$ cat config.mk
export PLATFORM = sky130hd
export DESIGN_NAME = idle_timeout_timer_wheel
export DESIGN_NICKNAME = d
export VERILOG_FILES = /design/src/sv/itw_pkg.sv /design/src/sv/idle_timeout_timer_wheel.sv /design/src/sv/itw_front.sv /design/src/sv/itw_mask_queue.sv /design/src/sv/itw_back.sv
export SDC_FILE = /design/constraint.sdc
export NUM_CORES = 1
export LEC_CHECK = 0
export CORE_MARGIN = 2
export CORE_UTILIZATION = 59
export CTS_CLUSTER_SIZE = 30
export DETAILED_ROUTE_END_ITERATION = 10
export DONT_BUFFER_PORTS = 1
export HOLD_SLACK_MARGIN = 0.12
export PLACE_DENSITY = 0.8
export SLEW_MARGIN = 20
export SYNTH_ARGS = -nofsm -noshare
export SYNTH_HDL_FRONTEND = slang
export SYNTH_SLANG_ARGS = --single-unit
$ cat constraint.sdc
create_clock -name clk_i -period 10.8 [get_ports clk_i]
set_input_delay 1.08 -clock clk_i [delete_from_list [all_inputs] [get_ports clk_i]]
set_output_delay 1.08 -clock clk_i [all_outputs]
set_load 0.005 [all_outputs]
$ cat src/sv/itw_pkg.sv
// Types and constants of the idle-timeout timer wheel.
// Used by all modules of the block; no dependencies.
package itw_pkg;

  localparam int MAX_ENTRIES = 32;
  localparam int MAX_BUCKETS = 16;
  localparam int ID_W        = 5;
  localparam int CNT_W       = 5;
  localparam int BKT_W       = 4;
  localparam int DATA_W      = 32;
  localparam int ADDR_W      = 3;
  localparam int MQ_DEPTH    = 2;
  localparam int MQ_PTR_W    = $clog2(MQ_DEPTH);
  localparam int MQ_CNT_W    = $clog2(MQ_DEPTH + 1);
  localparam logic [CNT_W-1:0] BUCKET_COUNT_RST = CNT_W'(8);
  localparam logic CFG_IDX_BUCKET_COUNT = 1'b0;

  typedef enum logic [1:0] {
    OP_ADD    = 2'd0,
    OP_REMOVE = 2'd1,
    OP_RENEW  = 2'd2,
    OP_TICK   = 2'd3
  } op_kind_e;

  typedef struct packed {
    op_kind_e        kind;
    logic [ID_W-1:0] entry_id;
    logic            erase_on_expiry;
  } item_t;

  typedef struct packed {
    logic [ID_W-1:0] expired_id;
    logic            last;
  } result_t;

  typedef logic [MAX_ENTRIES-1:0] mask_t;

endpackage

$ cat src/sv/idle_timeout_timer_wheel.sv
// Idle-timeout timer wheel: front table, mask queue, back drain, APB config.
// Accepts one item per cycle while the two-entry mask queue has room.
// Add, remove and renew take effect at the accepting edge; a tick's due mask goes
// through the mask queue and the back's work register, then one beat per cycle while popped.
// Reset clears valid flags at once, pointer to 0, bucket_count to 8.
module idle_timeout_timer_wheel import itw_pkg::*; (
  input  logic              clk_i,
  input  logic              rst_ni,
  input  logic              push,
  output logic              full,
  input  item_t             item_i,
  output logic              empty,
  input  logic              pop,
  output result_t           result_o,
  input  logic              psel,
  input  logic              penable,
  input  logic              pwrite,
  input  logic [ADDR_W-1:0] paddr,
  input  logic [DATA_W-1:0] pwdata,
  output logic [DATA_W-1:0] prdata,
  output logic              pready
);

  logic [CNT_W-1:0] bucket_count_q;
  logic             accept, mq_push, mq_full, mq_nonempty, mq_pop;
  mask_t            mq_in, mq_out;

  assign pready = 1'b1;
  assign prdata = (paddr[2] == CFG_IDX_BUCKET_COUNT) ? DATA_W'(bucket_count_q) : '0;

  always_ff @(posedge clk_i or negedge rst_ni) begin
    if (!rst_ni) begin
      bucket_count_q <= BUCKET_COUNT_RST;
    end else if (psel && penable && pwrite && pready
                 && paddr[2] == CFG_IDX_BUCKET_COUNT) begin
      bucket_count_q <= pwdata[CNT_W-1:0];
    end
  end

  assign full   = mq_full;
  assign accept = push && !mq_full;

  itw_front u_front (
    .clk_i,
    .rst_ni,
    .accept_i       (accept),
    .item_i,
    .bucket_count_i (bucket_count_q),
    .mask_push_o    (mq_push),
    .mask_o         (mq_in)
  );

  itw_mask_queue u_queue (
    .clk_i,
    .rst_ni,
    .push_i     (mq_push),
    .data_i     (mq_in),
    .full_o     (mq_full),
    .pop_i      (mq_pop),
    .nonempty_o (mq_nonempty),
    .data_o     (mq_out)
  );

  itw_back u_back (
    .clk_i,
    .rst_ni,
    .mask_valid_i (mq_nonempty),
    .mask_i       (mq_out),
    .mask_pop_o   (mq_pop),
    .empty,
    .pop,
    .result_o
  );

endmodule

$ cat src/sv/itw_front.sv
// Front of the timer wheel: entry table, bucket pointer and op decode.
// A tick leaves a mask of due entries for the back. Depends on itw_pkg.
module itw_front import itw_pkg::*; (
  input  logic             clk_i,
  input  logic             rst_ni,
  input  logic             accept_i,
  input  item_t            item_i,
  input  logic [CNT_W-1:0] bucket_count_i,
  output logic             mask_push_o,
  output mask_t            mask_o
);

  logic [BKT_W-1:0] cur_q, cur_d;
  logic [MAX_ENTRIES-1:0] valid_q, valid_d;
  logic [BKT_W-1:0] bucket_q [MAX_ENTRIES];
  logic [MAX_ENTRIES-1:0] erase_q;

  logic [CNT_W-1:0] n;
  logic [BKT_W-1:0] ptr_eff, newest, p_next;
  logic [CNT_W-1:0] p_inc;
  logic             on;
  mask_t            due;

  always_comb begin
    n       = (bucket_count_i > CNT_W'(MAX_BUCKETS)) ? CNT_W'(MAX_BUCKETS) : bucket_count_i;
    on      = (n != '0);
    ptr_eff = (CNT_W'(cur_q) >= n) ? '0 : cur_q;
    newest  = (ptr_eff == '0) ? BKT_W'(n - CNT_W'(1)) : ptr_eff - BKT_W'(1);
    p_inc   = CNT_W'(ptr_eff) + CNT_W'(1);
    p_next  = (p_inc >= n) ? '0 : p_inc[BKT_W-1:0];
    for (int i = 0; i < MAX_ENTRIES; i++) begin
      due[i] = valid_q[i] && (bucket_q[i] == p_next);
    end
  end

  always_comb begin
    cur_d       = cur_q;
    valid_d     = valid_q;
    mask_push_o = 1'b0;
    mask_o      = due;
    if (accept_i) begin
      unique case (item_i.kind)
        OP_ADD: begin
          if (on) valid_d[item_i.entry_id] = 1'b1;
        end
        OP_REMOVE: valid_d[item_i.entry_id] = 1'b0;
        OP_RENEW: ;
        OP_TICK: begin
          if (on) begin
            cur_d       = p_next;
            valid_d     = valid_q & ~(due & erase_q);
            mask_push_o = (due != '0);
          end
        end
        default: ;
      endcase
    end
  end

  always_ff @(posedge clk_i or negedge rst_ni) begin
    if (!rst_ni) begin
      cur_q   <= '0;
      valid_q <= '0;
    end else begin
      cur_q   <= cur_d;
      valid_q <= valid_d;
    end
  end

  always_ff @(posedge clk_i) begin
    if (accept_i && on) begin
      if (item_i.kind == OP_ADD) begin
        bucket_q[item_i.entry_id] <= newest;
        erase_q[item_i.entry_id]  <= item_i.erase_on_expiry;
      end else if (item_i.kind == OP_RENEW && valid_q[item_i.entry_id]) begin
        bucket_q[item_i.entry_id] <= newest;
      end
    end
  end

endmodule

$ cat src/sv/itw_mask_queue.sv
// Short queue of due-entry masks between front and back.
// Depends on itw_pkg.
module itw_mask_queue import itw_pkg::*; (
  input  logic  clk_i,
  input  logic  rst_ni,
  input  logic  push_i,
  input  mask_t data_i,
  output logic  full_o,
  input  logic  pop_i,
  output logic  nonempty_o,
  output mask_t data_o
);

  mask_t                mem_q [MQ_DEPTH];
  logic [MQ_PTR_W-1:0]  wr_q, rd_q;
  logic [MQ_CNT_W-1:0]  cnt_q;
  logic                 do_push, do_pop;

  assign full_o     = (cnt_q == MQ_CNT_W'(MQ_DEPTH));
  assign nonempty_o = (cnt_q != '0);
  assign data_o     = mem_q[rd_q];
  assign do_push    = push_i && !full_o;
  assign do_pop     = pop_i && nonempty_o;

  always_ff @(posedge clk_i or negedge rst_ni) begin
    if (!rst_ni) begin
      wr_q  <= '0;
      rd_q  <= '0;
      cnt_q <= '0;
    end else begin
      if (do_push) wr_q <= (wr_q == MQ_PTR_W'(MQ_DEPTH - 1)) ? '0 : wr_q + MQ_PTR_W'(1);
      if (do_pop) rd_q <= (rd_q == MQ_PTR_W'(MQ_DEPTH - 1)) ? '0 : rd_q + MQ_PTR_W'(1);
      cnt_q <= cnt_q + MQ_CNT_W'(do_push) - MQ_CNT_W'(do_pop);
    end
  end

  always_ff @(posedge clk_i) begin
    if (do_push) mem_q[wr_q] <= data_i;
  end

endmodule

$ cat src/sv/itw_back.sv
// Back of the timer wheel: drains due masks, one timeout beat per cycle
// unless pop stalls, lowest id first, into the result register. Depends on itw_pkg.
module itw_back import itw_pkg::*; (
  input  logic    clk_i,
  input  logic    rst_ni,
  input  logic    mask_valid_i,
  input  mask_t   mask_i,
  output logic    mask_pop_o,
  output logic    empty,
  input  logic    pop,
  output result_t result_o
);

  mask_t           wk_q, wk_d, wk_rest;
  logic            out_valid_q, out_valid_d;
  result_t         out_q, out_d;
  logic            out_free, emit, single;
  logic [ID_W-1:0] low_id;

  always_comb begin
    low_id = '0;
    for (int i = MAX_ENTRIES - 1; i >= 0; i--) begin
      if (wk_q[i]) low_id = ID_W'(i);
    end
  end

  always_comb begin
    wk_rest     = wk_q & (wk_q - mask_t'(1));
    single      = (wk_rest == '0);
    out_free    = !out_valid_q || pop;
    emit        = out_free && (wk_q != '0);
    wk_d        = emit ? wk_rest : wk_q;
    out_d       = out_q;
    out_valid_d = out_valid_q;
    if (emit) begin
      out_d.expired_id = low_id;
      out_d.last       = single;
      out_valid_d      = 1'b1;
    end else if (out_free) begin
      out_valid_d = 1'b0;
    end
    mask_pop_o = mask_valid_i && ((wk_q == '0) || (emit && single));
    if (mask_pop_o) wk_d = mask_i;
  end

  always_ff @(posedge clk_i or negedge rst_ni) begin
    if (!rst_ni) begin
      wk_q        <= '0;
      out_valid_q <= 1'b0;
    end else begin
      wk_q        <= wk_d;
      out_valid_q <= out_valid_d;
    end
  end

  always_ff @(posedge clk_i) begin
    out_q <= out_d;
  end

  assign empty    = !out_valid_q;
  assign result_o = out_q;

endmodule

* Word-level counts from Yosys, hierarchy flattened
Memories as Yosys holds them, arrays and structs flattened. Cells that the tools add are included.
Storage, ports and cells: register bits after elaboration 116, bits in writable memories 192, input port bits 50, output and inout port bits 41, word-level logic and storage cells 206, memories kept 2
Memory list:
- u_front.bucket_q | words 32, bits a word 4, read ports 32, clocked after memory_dff 0, write ports 1, RTL line itw_front.sv:15 | logic [BKT_W-1:0] bucket_q [MAX_ENTRIES];
- u_queue.mem_q | words 2, bits a word 32, read ports 1, clocked after memory_dff 0, write ports 1, RTL line itw_mask_queue.sv:14 | mask_t mem_q [MQ_DEPTH];
Cells by class: add/subtract/negate cells 8, order comparisons 5, equality and inequality tests 38, muxes and demuxes 63, bitwise logic cells 9, reductions and logical operators 66
Operator list (count):
- bitwise AND 32 bit | 4
- equality test 4 bit | 32
- two-way mux 32 bit | 4
- case mux 32 bit (3 select lines) | 1
- two-way mux 5 bit | 18
- logical NOT 32 bit | 2
- NOT 32 bit | 2
- nonzero test 32 bit | 2
- two-way mux 4 bit | 12
- logical AND 1 bit | 44
- bitwise mux 32 bit | 1
- OR 32 bit | 1
- subtractor 32 x 1 -> 32 bit, second input constant | 1
- two-way mux 1 bit | 19
- OR reduction 16 bit | 1
- two-way mux 3 bit | 4
- OR reduction 8 bit | 1
- subtractor 4 x 1 -> 4 bit, second input constant | 2
- equality test 2 bit, second input constant | 3
- < comparator 5 x 6 -> 1 bit, second input constant | 1
- nonzero test 2 bit | 3
- adder 4 x 1 -> 5 bit, second input constant | 1
- binary-select mux 1 bit (select 5 bit) | 1
- demux 1 bit (select 5 bit) | 1
- 23 further kinds | 28

* Logic depth before layout (Yosys ltp)
Gate-level depths: netlist of the first run.
depth in word-level cells 31, depth in mapped cells 33, gate-level depth less buffers 25

* Modules after synthesis
From an unflattened synthesis of the first run, not the netlist that was laid out.
Second synthesis, totals: cells, all modules 1222, area, all modules 15391.0 µm²
By module, submodules not included:
- itw_front | times used 1, cells each 786, area each 9778.1 µm², sequential area each 5705.5 µm²
- itw_mask_queue | times used 1, cells each 118, area each 2641.3 µm², sequential area each 2021.9 µm²
- itw_back | times used 1, cells each 271, area each 2497.4 µm², sequential area each 1006.0 µm²
- idle_timeout_timer_wheel | times used 1, cells each 47, area each 474.2 µm², sequential area each 126.4 µm²

* Worst setup path before layout of the first run
No wires, ideal clock.
kind register to register, start point register bucket_count_q[4], end point memory u_queue.mem_q[0][0] in the netlist's numbering, enable pin, setup time 0.425 ns, data arrival time 7.197 ns, data required time 10.375 ns, path slack 3.178 ns, cell stages (with the launch flop) 31, buffers on the path 9, period minus slack after synthesis 7.622 ns, cell sequence dfrtp_1 buf_2 inv_1 nand2_1 ha_1 a21oi_1 o21ai_2 a21oi_1 buf_4 buf_2 buf_2 ha_1 clkbuf_2 nand3b_1 o2111ai_1 a311o_2 buf_2 buf_2 ha_1 a21o_1 a31oi_1 o21ai_1 or3_1 buf_2 buf_6 a211o_1 a221oi_2 or3_1 nor4_2 a31oi_2 nor2b_1
Between the ends: longest elaborated chain between the ends 16, elaborated cells between the ends (all ways) 79, those cells by class 1 x add/sub; 3 x order compare; 32 x eq/ne; 8 x mux; 35 x reduce/logical
Ends and longest elaborated chain:
- start, declared | RTL line idle_timeout_timer_wheel.sv:24 | logic [CNT_W-1:0] bucket_count_q;
- start signal, assigned | RTL line idle_timeout_timer_wheel.sv:36 | bucket_count_q <= pwdata[CNT_W-1:0];
- greater-than comparator 5 bit | RTL line itw_front.sv:25 | n = (bucket_count_i > CNT_W'(MAX_BUCKETS)) ? CNT_W'(MAX_BUCKETS) : bucket_count_i;
- two-way mux 5 bit * | RTL line itw_front.sv:25
- >= comparator 4 x 5 -> 1 bit | RTL line itw_front.sv:27 | ptr_eff = (CNT_W'(cur_q) >= n) ? '0 : cur_q;
- two-way mux 4 bit | RTL line itw_front.sv:27
- adder 4 x 1 -> 5 bit | RTL line itw_front.sv:29 | p_inc = CNT_W'(ptr_eff) + CNT_W'(1);
- >= comparator 5 bit | RTL line itw_front.sv:30 | p_next = (p_inc >= n) ? '0 : p_inc[BKT_W-1:0];
- two-way mux 4 bit * | RTL line itw_front.sv:30
- equality test 4 bit * | RTL line itw_front.sv:32 | due[i] = valid_q[i] && (bucket_q[i] == p_next);
- logical AND 1 bit * | RTL line itw_front.sv:32
- named net mq_in[9] | RTL line idle_timeout_timer_wheel.sv:26 | mask_t mq_in, mq_out;
- nonzero test 32 bit * | RTL line itw_front.sv:52 | mask_push_o = (due != '0);
- two-way mux 1 bit * | RTL line itw_front.sv:49 | if (on) begin
- two-way mux 1 bit * | RTL line itw_front.sv:42 | unique case (item_i.kind)
- two-way mux 1 bit * | RTL line itw_front.sv:41 | if (accept_i) begin
- logical AND 1 bit * | RTL line itw_mask_queue.sv:22 | assign do_push = push_i && !full_o;
- two-way mux 1 bit * | RTL line itw_mask_queue.sv:38 | if (do_push) mem_q[wr_q] <= data_i;
- two-way mux 1 bit (not written as such) * | RTL line itw_mask_queue.sv:38
- end, declared | RTL line itw_mask_queue.sv:14
The timed path passes the listed nets; every way through them passes the cells marked *.

* Worst setup path in the final report of the first run
start point register bucket_count_q[4], end point memory u_queue.mem_q[1][13] in the netlist's numbering, enable pin
Same word-level chain as after synthesis.

==> results_dict.tcl, run 1 <==
set metrics [dict create \
    clkLatencyLatePin_ps 570 \
    hold_violations 0 \
    tightestPinTransition_ps 1180 \
    synth.top_cell.area_share 0.442 \
    grt_usage 0.283 \
    yosysWarnings 0 \
    gp_congestion 0.920 \
    die-area_sq_um 27800 \
    r2r_cells 26 \
    drive_above_1_share 0.0888 \
    die_w_microns 167 \
    ys_ff_latch 308 \
    synth_area_sq_um 15600 \
    ys.flop_type "edfxtp_1" \
    via_count 11800 \
    dr.pass1.iters 6 \
    syn2layout_area_growth_pct 7.50 \
    power_switching_uw 1860 \
    cts_hold_buf 0 \
    synth_top_cells_by_count "edfxtp_1 (230), nor2_1 (149), o21ai_0 (99)" \
    power.leakage_uw 0.00628 \
    drt_iter0_drc 1618 \
    syn_inst 1410 \
    cap_violations 0 \
    ant_nets 0 \
    antenna_found_initial 0 \
    vias_per_cell 6.76 \
    rsz0062_at_grt "no" \
    powerDensity_nw_per_um2 275 \
    num_rows 59 \
    post-dp-hpwl_microns 25100 \
    htreeDepth 1 \
    grt_pass1_wl_microns 62000 \
    post_cts_buffers 0 \
    avgRoutedWirePerCell_microns 22.9 \
    drv_slew 0 \
    cp-end-kind "flop" \
    yosysMostFrequentCell "edfxtp_1" \
    min_period_ps 8420 \
    antennaDiodeCount 0 \
    synth_edf_count 230 \
    final.setup.tns_ps 0 \
    nets 1448 \
    crit_path_start_kind "flop" \
    cts-resized-gates 0 \
    cts_buffers 31 \
    grt_pass1_vias 11500 \
    critPathKind "reg2reg" \
    r2r_start "bucket_count_q[4]" \
    peakVddDrop_uv 340 \
    clkTransAtPathRegs_ps 60 \
    slew_headroom 0.214 \
    drt-total-wl_microns 39900 \
    grt_max_degree 79 \
    postSynthAreaPerCell_sq_um 11.1 \
    cts-root-buf "clkbuf_16" \
    r2r_slack_ps 2380 \
    p_clk_frac 0.231 \
    status "finished clean" \
    die_h_microns 167 \
    required_ps 11070 \
    dp.cells 1686 \
    port_buffers 0 \
    grt_overflow 0 \
    synth.area.top_cells "edfxtp_1 (44%), dfrtp_1 (12%), nor2_1 (3.6%)" \
    worst_path_max_delay_cell "or3_1" \
    fmax_mhz 119 \
    synth_top_area_cell "edfxtp_1" \
    critPathMaxStageDelay_ps 980 \
    initial_core_util 0.600 \
    power.internal_uw 2770 \
    path_max_fanout 34 \
    clockBufferDepth 3 \
    skew_ps 22.6 \
    critPathBufInv 5 \
    ys_seq_area_frac 0.566 \
    remaining_drc_errors 0 \
    r2r_end "u_queue.mem_q[1][13]" \
    synth_cell_type_count 85 \
    cts_tree "yes" \
    async_reset_ff_frac 0.253 \
    design.core.area_sq_um 26100 \
    hold_class "in2async" \
    cts.sinks 308 \
    min_period_over_period 0.779 \
    cp-startpoint "bucket_count_q[4]" \
    final_cells 1742 \
    sw_frac_of_total 0.401 \
    critical_path_arrival_ps 8680 \
    pwr-share-comb 0.395 \
    io_pins 91 \
    finalSetupViolCount 0 \
    critical_path.top_delay_family "simple AND/OR/NAND/NOR gates" \
    power_frac_seq 0.375 \
    endpoint "u_queue.mem_q[1][13]" \
    path_depth 26 \
]
power groups by stage:
| stage | clock network (uW) | logic, uW | registers [uW] |
|---|---|---|---|
| 2_1_floorplan | 0 | 1230 | 1690 |
| 3_3_place_gp | 0 | 1710 | 1750 |
| 3_5_place_dp | 0 | 1780 | 1750 |
| 4_1_cts | 1080 | 1790 | 1730 |
| 5_1_grt | 1110 | 1940 | 1750 |
| 6_report | 1070 | 1830 | 1730 |
state kept, by name, indices dropped and copies added, names as in the netlist:
signal / count
bucket_count_q: 5
u_back.out_valid_q: 1
u_back.result_o: 6
u_back.wk_q: 32
u_front.bucket_q: 128
u_front.cur_q: 4
u_front.erase_q: 32
u_front.valid_q: 32
u_queue.cnt_q: 2
u_queue.mem_q: 64
u_queue.rd_q: 1
u_queue.wr_q: 1
metrics by stage:
step	worst slack, ps	instance area [sq um]	utilization	hold slack [ps]	total power (uW)
after floorplan	3180	15700	-	455	2920
after global placement	2870	15800	0.606	486	3460
after detailed placement	2570	15800	0.606	496	3530
after CTS	2530	16800	0.645	198	4590
after global routing	1980	16800	0.645	193	4810
final	2380	16800	0.645	214	4630
metal layers:
| layer | wire, microns | vias to the layer above | global-route usage |
|---|---|---|---|
| met5 | 0 | - | 0 |
| met4 | 2120 | 0 | 0.146 |
| met3 | 4200 | 181 | 0.0558 |
| met2 | 18700 | 794 | 0.457 |
| met1 | 14900 | 5635 | 0.365 |
| li1 | - | 5169 | - |
final cells by class:
| class | count | area, sq um |
|---|---|---|
| clock buffer | 44 | 875 |
| clock inverter | 12 | 136 |
| fill | 1904 | 9250 |
| inverter | 58 | 220 |
| multi-input combinational | 965 | 6150 |
| sequential | 308 | 8860 |
| tap | 335 | 419 |
| timing repair buffer | 20 | 150 |
placed cells by master (no fill, tap or decap), types with 44 or more instances in the layout:
| master | count |
|---|---|
| nor2_1 | 148 |
| nor3_1 | 70 |
| nand3_1 | 44 |
| o21ai_0 | 98 |
| dfrtp_1 | 76 |
| inv_1 | 56 |
| nand2_1 | 82 |
| a21oi_1 | 46 |
| edfxtp_1 | 230 |
worst min path at each step:
| stage | startpoint | endpoint | slack (ps) | cells after the start |
|---|---|---|---|---|
| after floorplan | u_queue.wr_q | u_queue.wr_q | 460 | 1 |
| after global placement | u_queue.wr_q | u_queue.wr_q | 490 | 1 |
| after detailed placement | u_queue.wr_q | u_queue.wr_q | 500 | 1 |
| after CTS | rst_ni | u_front.valid_q[30] | 200 | 0 |
| after global routing | rst_ni | u_back.wk_q[24] | 190 | 0 |
| final | rst_ni | u_back.wk_q[24] | 210 | 0 |
cell families (layout without fill, tap and decap cells):
| kind of cell | Yosys count | in the layout | synth area share |
|---|---|---|---|
| fa+ha+maj | 20 | 20 | 0.0151 |
| buf+inv | 163 | 134 | 0.0505 |
| simple gates | 471 | 471 | 0.151 |
| mux | 49 | 49 | 0.0390 |
| xor+xnor | 72 | 72 | 0.0403 |
| other cells | 2 | 28 | 0.000480 |
| compound gates | 325 | 325 | 0.137 |
| flops | 308 | 308 | 0.566 |
Power figures use the tool's default switching activity.
==> run 2: changes to the inputs <==
--- a/config.mk
+++ b/config.mk
@@ -5,13 +5,14 @@
 export SDC_FILE = /design/constraint.sdc
 export NUM_CORES = 1
 export LEC_CHECK = 0
+export ABC_AREA = 1
 export CORE_MARGIN = 2
-export CORE_UTILIZATION = 59
+export CORE_UTILIZATION = 58
 export CTS_CLUSTER_SIZE = 30
 export DETAILED_ROUTE_END_ITERATION = 10
 export DONT_BUFFER_PORTS = 1
 export HOLD_SLACK_MARGIN = 0.12
-export PLACE_DENSITY = 0.8
+export PLACE_DENSITY = 0.81
 export SLEW_MARGIN = 20
 export SYNTH_ARGS = -nofsm -noshare
 export SYNTH_HDL_FRONTEND = slang
==> constraint.sdc (replaced) <==
create_clock -name clk_i -period 7.6 [get_ports clk_i]
set_input_delay 0.76 -clock clk_i [delete_from_list [all_inputs] [get_ports clk_i]]
set_output_delay 0.76 -clock clk_i [all_outputs]
set_load 0.005 [all_outputs]
==> run 2 against run 1 <==
Combinational power is 53% higher. Register-to-register slack got worse by 1500 ps. Non-clock buffer count rose by 9. Global-route usage decreased by 2.6 points. First-iteration DRC count fell by 20%. Die area fell by 2.0%. Utilization rose by 0.18 points. Power grew 48%. Synthesized cell count rose by 5.3%. Wire length fell by 15%. Highest routed layer unchanged.
==> results_dict.tcl, run 2 <==
set metrics [dict create \
    design.core.area_sq_um 25300 \
    synth_cell_type_count 57 \
    top_register "u_front.bucket_q" \
    synth_area_sq_um 15100 \
    dp.cells 1787 \
    critPathKind "reg2reg" \
    fmax_mhz 149 \
    crit_path_start_kind "flop" \
    ys.flop_type "edfxtp_1" \
    path_max_fanout 45 \
    largest_reg_flops 128 \
    final_cells 1845 \
    gp_congestion 0.897 \
    crit_top_cell "inv_1" \
    ys_ff_latch 308 \
    cts-root-buf "clkbuf_16" \
    critical_path_arrival_ps 6890 \
    die-area_sq_um 27300 \
    synth_edf_count 230 \
    synth.area.top_cells "edfxtp_1 (46%), dfrtp_1 (13%), nor2_1 (6.0%)" \
    remaining_drc_errors 0 \
    stdcell_area_sq_um 16400 \
    worst_path_max_delay_cell "nand2_2" \
    postPlaceCellArea_sq_um 15400 \
    syn_inst 1485 \
    final.setup.tns_ps 0 \
    drt-total-wl_microns 34000 \
    initial_core_util 0.595 \
    cts_tree "yes" \
    cap_violations 0 \
    hold_violations 0 \
    n_fill_cell 1939 \
    ys_seq_area_frac 0.588 \
    antenna_found_initial 0 \
    powerDensity_nw_per_um2 418 \
    vias_per_cell 5.86 \
    min_period_over_period 0.880 \
    total_power_uw 6850 \
    dr.pass1.iters 6 \
    slew_headroom 0.286 \
    drive_above_1_share 0.0904 \
    grt_pass1_vias 10600 \
    grt_usage 0.257 \
    synth_top_area_cell "edfxtp_1" \
    via_count 10800 \
    io_pins 91 \
    hold_class "in2async" \
    power.leakage_uw 0.00628 \
    drv_slew 0 \
    reg_top3 "u_front.bucket_q (128), u_queue.mem_q (64)" \
    cts-resized-gates 0 \
    cts.sinks 308 \
    clockBufferDepth 3 \
    finalSetupViolCount 0 \
    synth_top_cells_by_count "nor2_1 (242), edfxtp_1 (230), nand2_1 (217)" \
    yosysMostFrequentCell "nor2_1" \
    layout_common_cells "nor2_1 (240), edfxtp_1 (230), nand2_1 (215), inv_1 (145), dfrtp_1 (77)" \
    grt_max_degree 79 \
    antennaDiodeCount 0 \
    syn2layout_area_growth_pct 8.81 \
    grt_overflow 0 \
    critPathMaxStageDelay_ps 780 \
    die_w_microns 165 \
    drt_iter0_drc 1289 \
    die_h_microns 165 \
    clkTransAtPathRegs_ps 60 \
    grt_pass1_wl_microns 54200 \
    nets 1555 \
    tightestPinTransition_ps 1070 \
    status "finished clean" \
    required_ps 7800 \
    min_period_ps 6690 \
    final_common_cell "nor2_1" \
    num_rows 58 \
    yosysWarnings 0 \
    cts_buffers 31 \
    post-dp-hpwl_microns 22200 \
    synth.top_cell.area_share 0.459 \
    post-route-util 0.647 \
    cp-end-kind "flop" \
    skew_ps 14.4 \
    rsz0062_at_grt "no" \
    avgRoutedWirePerCell_microns 18.4 \
    postSynthAreaPerCell_sq_um 10.1 \
    ant_nets 0 \
    clkLatencyLatePin_ps 560 \
    async_reset_ff_frac 0.253 \
    peakVddDrop_uv 394 \
    port_buffers 0 \
    htreeDepth 1 \
]
-- run 2: layer usage --
metal / vias up / share of wire / global-route usage
met2: 516 / 0.48 / 0.428
met1: 5116 / 0.40 / 0.335
li1: 5081 / - / -
met4: 0 / 0.033 / 0.0921
met5: - / 0 / 0
met3: 100 / 0.087 / 0.0522
-- run 2: cell families after synthesis --
kind of cell | after synthesis | synth area share
buffers and inverters | 232 | 0.0700
xor gates and xnor gates | 69 | 0.0401
DFF | 308 | 0.588
and+or+nand+nor | 609 | 0.172
AOI/OAI and AO/OA | 251 | 0.117
adders and majority gates | 14 | 0.0116
other | 2 | 0.000499
-- run 2: worst max-delay path, delay by kind of cell, from the launching register on --
family / cells / cell delay, ps
and+or+nand+nor: 19 / 3730
AOI/OAI and AO/OA: 4 / 470
DFF: 1 / 390
adders and majority gates: 3 / 830
buffers and inverters: 8 / 890
-- run 2: timing repair --
action | in CTS | in global routing
hold buffers | 1 | 0
setup buffers | 0 | 0
endpoints found under the hold margin | 78 | 0
-- run 2: area by class of cell --
class,instances,area [sq um],share of cell area
Sequential cell,308,8860,0.541
Tap cell,330,413,0.0252
Multi-Input combinational cell,971,5300,0.323
Timing Repair Buffer,29,250,0.0153
Inverter,150,564,0.0344
Clock inverter,8,86.3,0.00527
Clock buffer,49,915,0.0558
-- run 2: final timing paths --
kind / startpoint / end / slack [ps] / cells past startpoint
hold / removal: rst_ni / bucket_count_q[1] / 120 / 1
max in group asynchronous: rst_ni / bucket_count_q[3] / 7160 / 1
setup / recovery: bucket_count_q[1] / u_queue.mem_q[1][7] / 910 / 34
setup reg to reg: bucket_count_q[1] / u_queue.mem_q[1][7] / 910 / 34
min in group clk_i: item_i[0] / u_front.erase_q[9] / 300 / 0
hold reg to reg: u_queue.wr_q / u_queue.wr_q / 490 / 2
-- run 2: report_power, final --
part / leakage [uW] / internal [uW] / switching (uW)
combinational: 0.00270 / 820 / 1980
clock: 0.000489 / 886 / 600
sequential: 0.00310 / 2440 / 132
total: 0.00628 / 4140 / 2710
-- run 2: through the flow --
step / hold slack [ps] / setup WS (ps)
detailed placement: 466 / 1020
floorplan: 442 / 1400
CTS: 126 / 967
global placement: 456 / 1290
global route: 134 / 251
finish: 121 / 910
==> run 3: changes to the inputs <==
--- a/config.mk
+++ b/config.mk
@@ -7,12 +7,12 @@
 export LEC_CHECK = 0
 export ABC_AREA = 1
 export CORE_MARGIN = 2
-export CORE_UTILIZATION = 58
+export CORE_UTILIZATION = 59
 export CTS_CLUSTER_SIZE = 30
 export DETAILED_ROUTE_END_ITERATION = 10
 export DONT_BUFFER_PORTS = 1
 export HOLD_SLACK_MARGIN = 0.12
-export PLACE_DENSITY = 0.81
+export PLACE_DENSITY = 0.8
 export SLEW_MARGIN = 20
 export SYNTH_ARGS = -nofsm -noshare
 export SYNTH_HDL_FRONTEND = slang
==> constraint.sdc (replaced) <==
create_clock -name clk_i -period 8.51 [get_ports clk_i]
set_input_delay 0.851 -clock clk_i [delete_from_list [all_inputs] [get_ports clk_i]]
set_output_delay 0.851 -clock clk_i [all_outputs]
set_load 0.005 [all_outputs]
==> run 3 against run 2 <==
Die area is 1.7% lower. Flip-flop and latch count stayed put. Maximum frequency decreased by 3.4%. Clock power decreased by 10%. Critical path type unchanged.
==> results_dict.tcl, run 3 (same netlist as run 2, synthesis figures left out) <==
set metrics [dict create \
    status "finished clean" \
    power.leakage_uw 0.00624 \
    sw_frac_of_total 0.396 \
    clockBufferDepth 3 \
    port_buffers 0 \
    vias_per_cell 5.93 \
    grt_pass1_vias 10400 \
    dp.cells 1778 \
    remaining_drc_errors 0 \
    peakVddDrop_uv 318 \
    p_clk_frac 0.221 \
    power_switching_uw 2390 \
    worst_path_max_delay_cell "nor3_1" \
    cap_violations 0 \
    slew_headroom 0.309 \
    drive_above_1_share 0.0876 \
    die-area_sq_um 26800 \
    gr-usage-met3 0.0528 \
    postPlaceCellArea_sq_um 15300 \
    reg_top3 "u_front.bucket_q (128), u_queue.mem_q (64)" \
    fmax_mhz 144 \
    min_period_over_period 0.814 \
    antennaDiodeCount 0 \
    required_ps 8720 \
    num_rows 58 \
    final_cells 1837 \
    cts-resized-gates 0 \
    rsz0062_at_grt "no" \
    io_pins 91 \
    drt-total-wl_microns 34400 \
    hold_class "in2async" \
    cts-root-buf "clkbuf_16" \
    die_h_microns 164 \
    clkLatencyLatePin_ps 590 \
    pwr-share-comb 0.394 \
    design.core.area_sq_um 25100 \
    die_w_microns 164 \
    tightestPinTransition_ps 1030 \
    layout_common_cells "nor2_1 (240), edfxtp_1 (230), nand2_1 (215), inv_1 (144), dfrtp_1 (77)" \
    post-dp-hpwl_microns 22100 \
    dr.pass1.iters 6 \
    r2r_cells 33 \
    nets 1547 \
    final.setup.tns_ps 0 \
    critical_path_arrival_ps 7140 \
    cp-end-kind "flop" \
    gp_congestion 0.956 \
    skew_ps 34.4 \
    top_usage_layer "met2" \
    cts_tree "yes" \
    syn2layout_area_growth_pct 8.42 \
    power.internal_uw 3640 \
    crit_path_start_kind "flop" \
    path_max_fanout 32 \
    top_register "u_front.bucket_q" \
    avgRoutedWirePerCell_microns 18.7 \
    drt_iter0_drc 1287 \
    layout_setup_ws_ps 1580 \
    via_count 10900 \
    final_common_cell "nor2_1" \
    cts.sinks 308 \
    min_period_ps 6930 \
    drv_slew 0 \
    clkTransAtPathRegs_ps 60 \
    hold_violations 0 \
    critPathMaxStageDelay_ps 670 \
    pre_cts_ws_ps 1780 \
    ant_nets 0 \
    crit_top_cell "inv_1" \
    grt_pass1_wl_microns 55000 \
    antenna_found_initial 0 \
    htreeDepth 1 \
    finalSetupViolCount 0 \
    use_met1 0.351 \
    grtUsageMet2 0.433 \
    critPathKind "reg2reg" \
    grt_usage 0.262 \
    cts_buffers 31 \
    initial_core_util 0.600 \
    grt_max_degree 78 \
    powerDensity_nw_per_um2 370 \
    stdcell_area_sq_um 16300 \
    largest_reg_flops 128 \
    power_frac_seq 0.385 \
    grt_overflow 0 \
]
[run 3: power groups by stage]
stage	clock, uW	sequential [uW]	combinational [uW]
final	1340	2320	2380
after global routing	1410	2340	2660
after CTS	1350	2320	2380
after detailed placement	0	2350	2350
after global placement	0	2340	2280
after floorplan	0	2300	1690
[run 3: layer usage]
metal	share of wire	wire, microns
met5	0	0
met4	0.030	1050
met3	0.094	3230
met2	0.48	16400
met1	0.40	13700
[run 3: worst paths after layout]
path | from | to | slack, ps
setup / recovery | bucket_count_q[1] | u_queue.mem_q[1][1] | 1580
hold / removal | rst_ni | u_back.wk_q[15] | 200
setup reg to reg | bucket_count_q[1] | u_queue.mem_q[1][1] | 1580
hold reg to reg | u_queue.wr_q | u_queue.wr_q | 480
max in group asynchronous | rst_ni | bucket_count_q[3] | 7730
min in group clk_i | item_i[0] | u_front.erase_q[10] | 360
[run 3: layout make-up]
cell class,count,area [sq um]
multi-input combinational,971,5310
fill,1932,8780
inverter,150,564
tap,330,413
clock inverter,12,133
clock buffer,45,868
sequential,308,8860
timing repair buffer,21,180
[run 3: critical path, delay by kind of cell, from the launching register on]
family / cells / cell delay [ps]
AOI/OAI and AO/OA: 2 / 260
adders and majority gates: 3 / 810
DFF: 1 / 400
and+or+nand+nor: 18 / 3500
buffers and inverters: 9 / 1370
xor gates and xnor gates: 1 / 170
[run 3: timing repair]
action | in CTS | in global routing
hold endpoints to repair | 77 | 0
hold buffers | 2 | 0
setup buffers | 0 | 0
[run 3: per-stage QoR]
stage | hold slack (ps) | power [uW] | util
final | 203 | 6030 | 0.650
after global routing | 220 | 6410 | 0.650
after CTS | 198 | 6060 | 0.650
after detailed placement | 460 | 4700 | 0.609
after global placement | 454 | 4620 | 0.609
after floorplan | 442 | 3990 | -
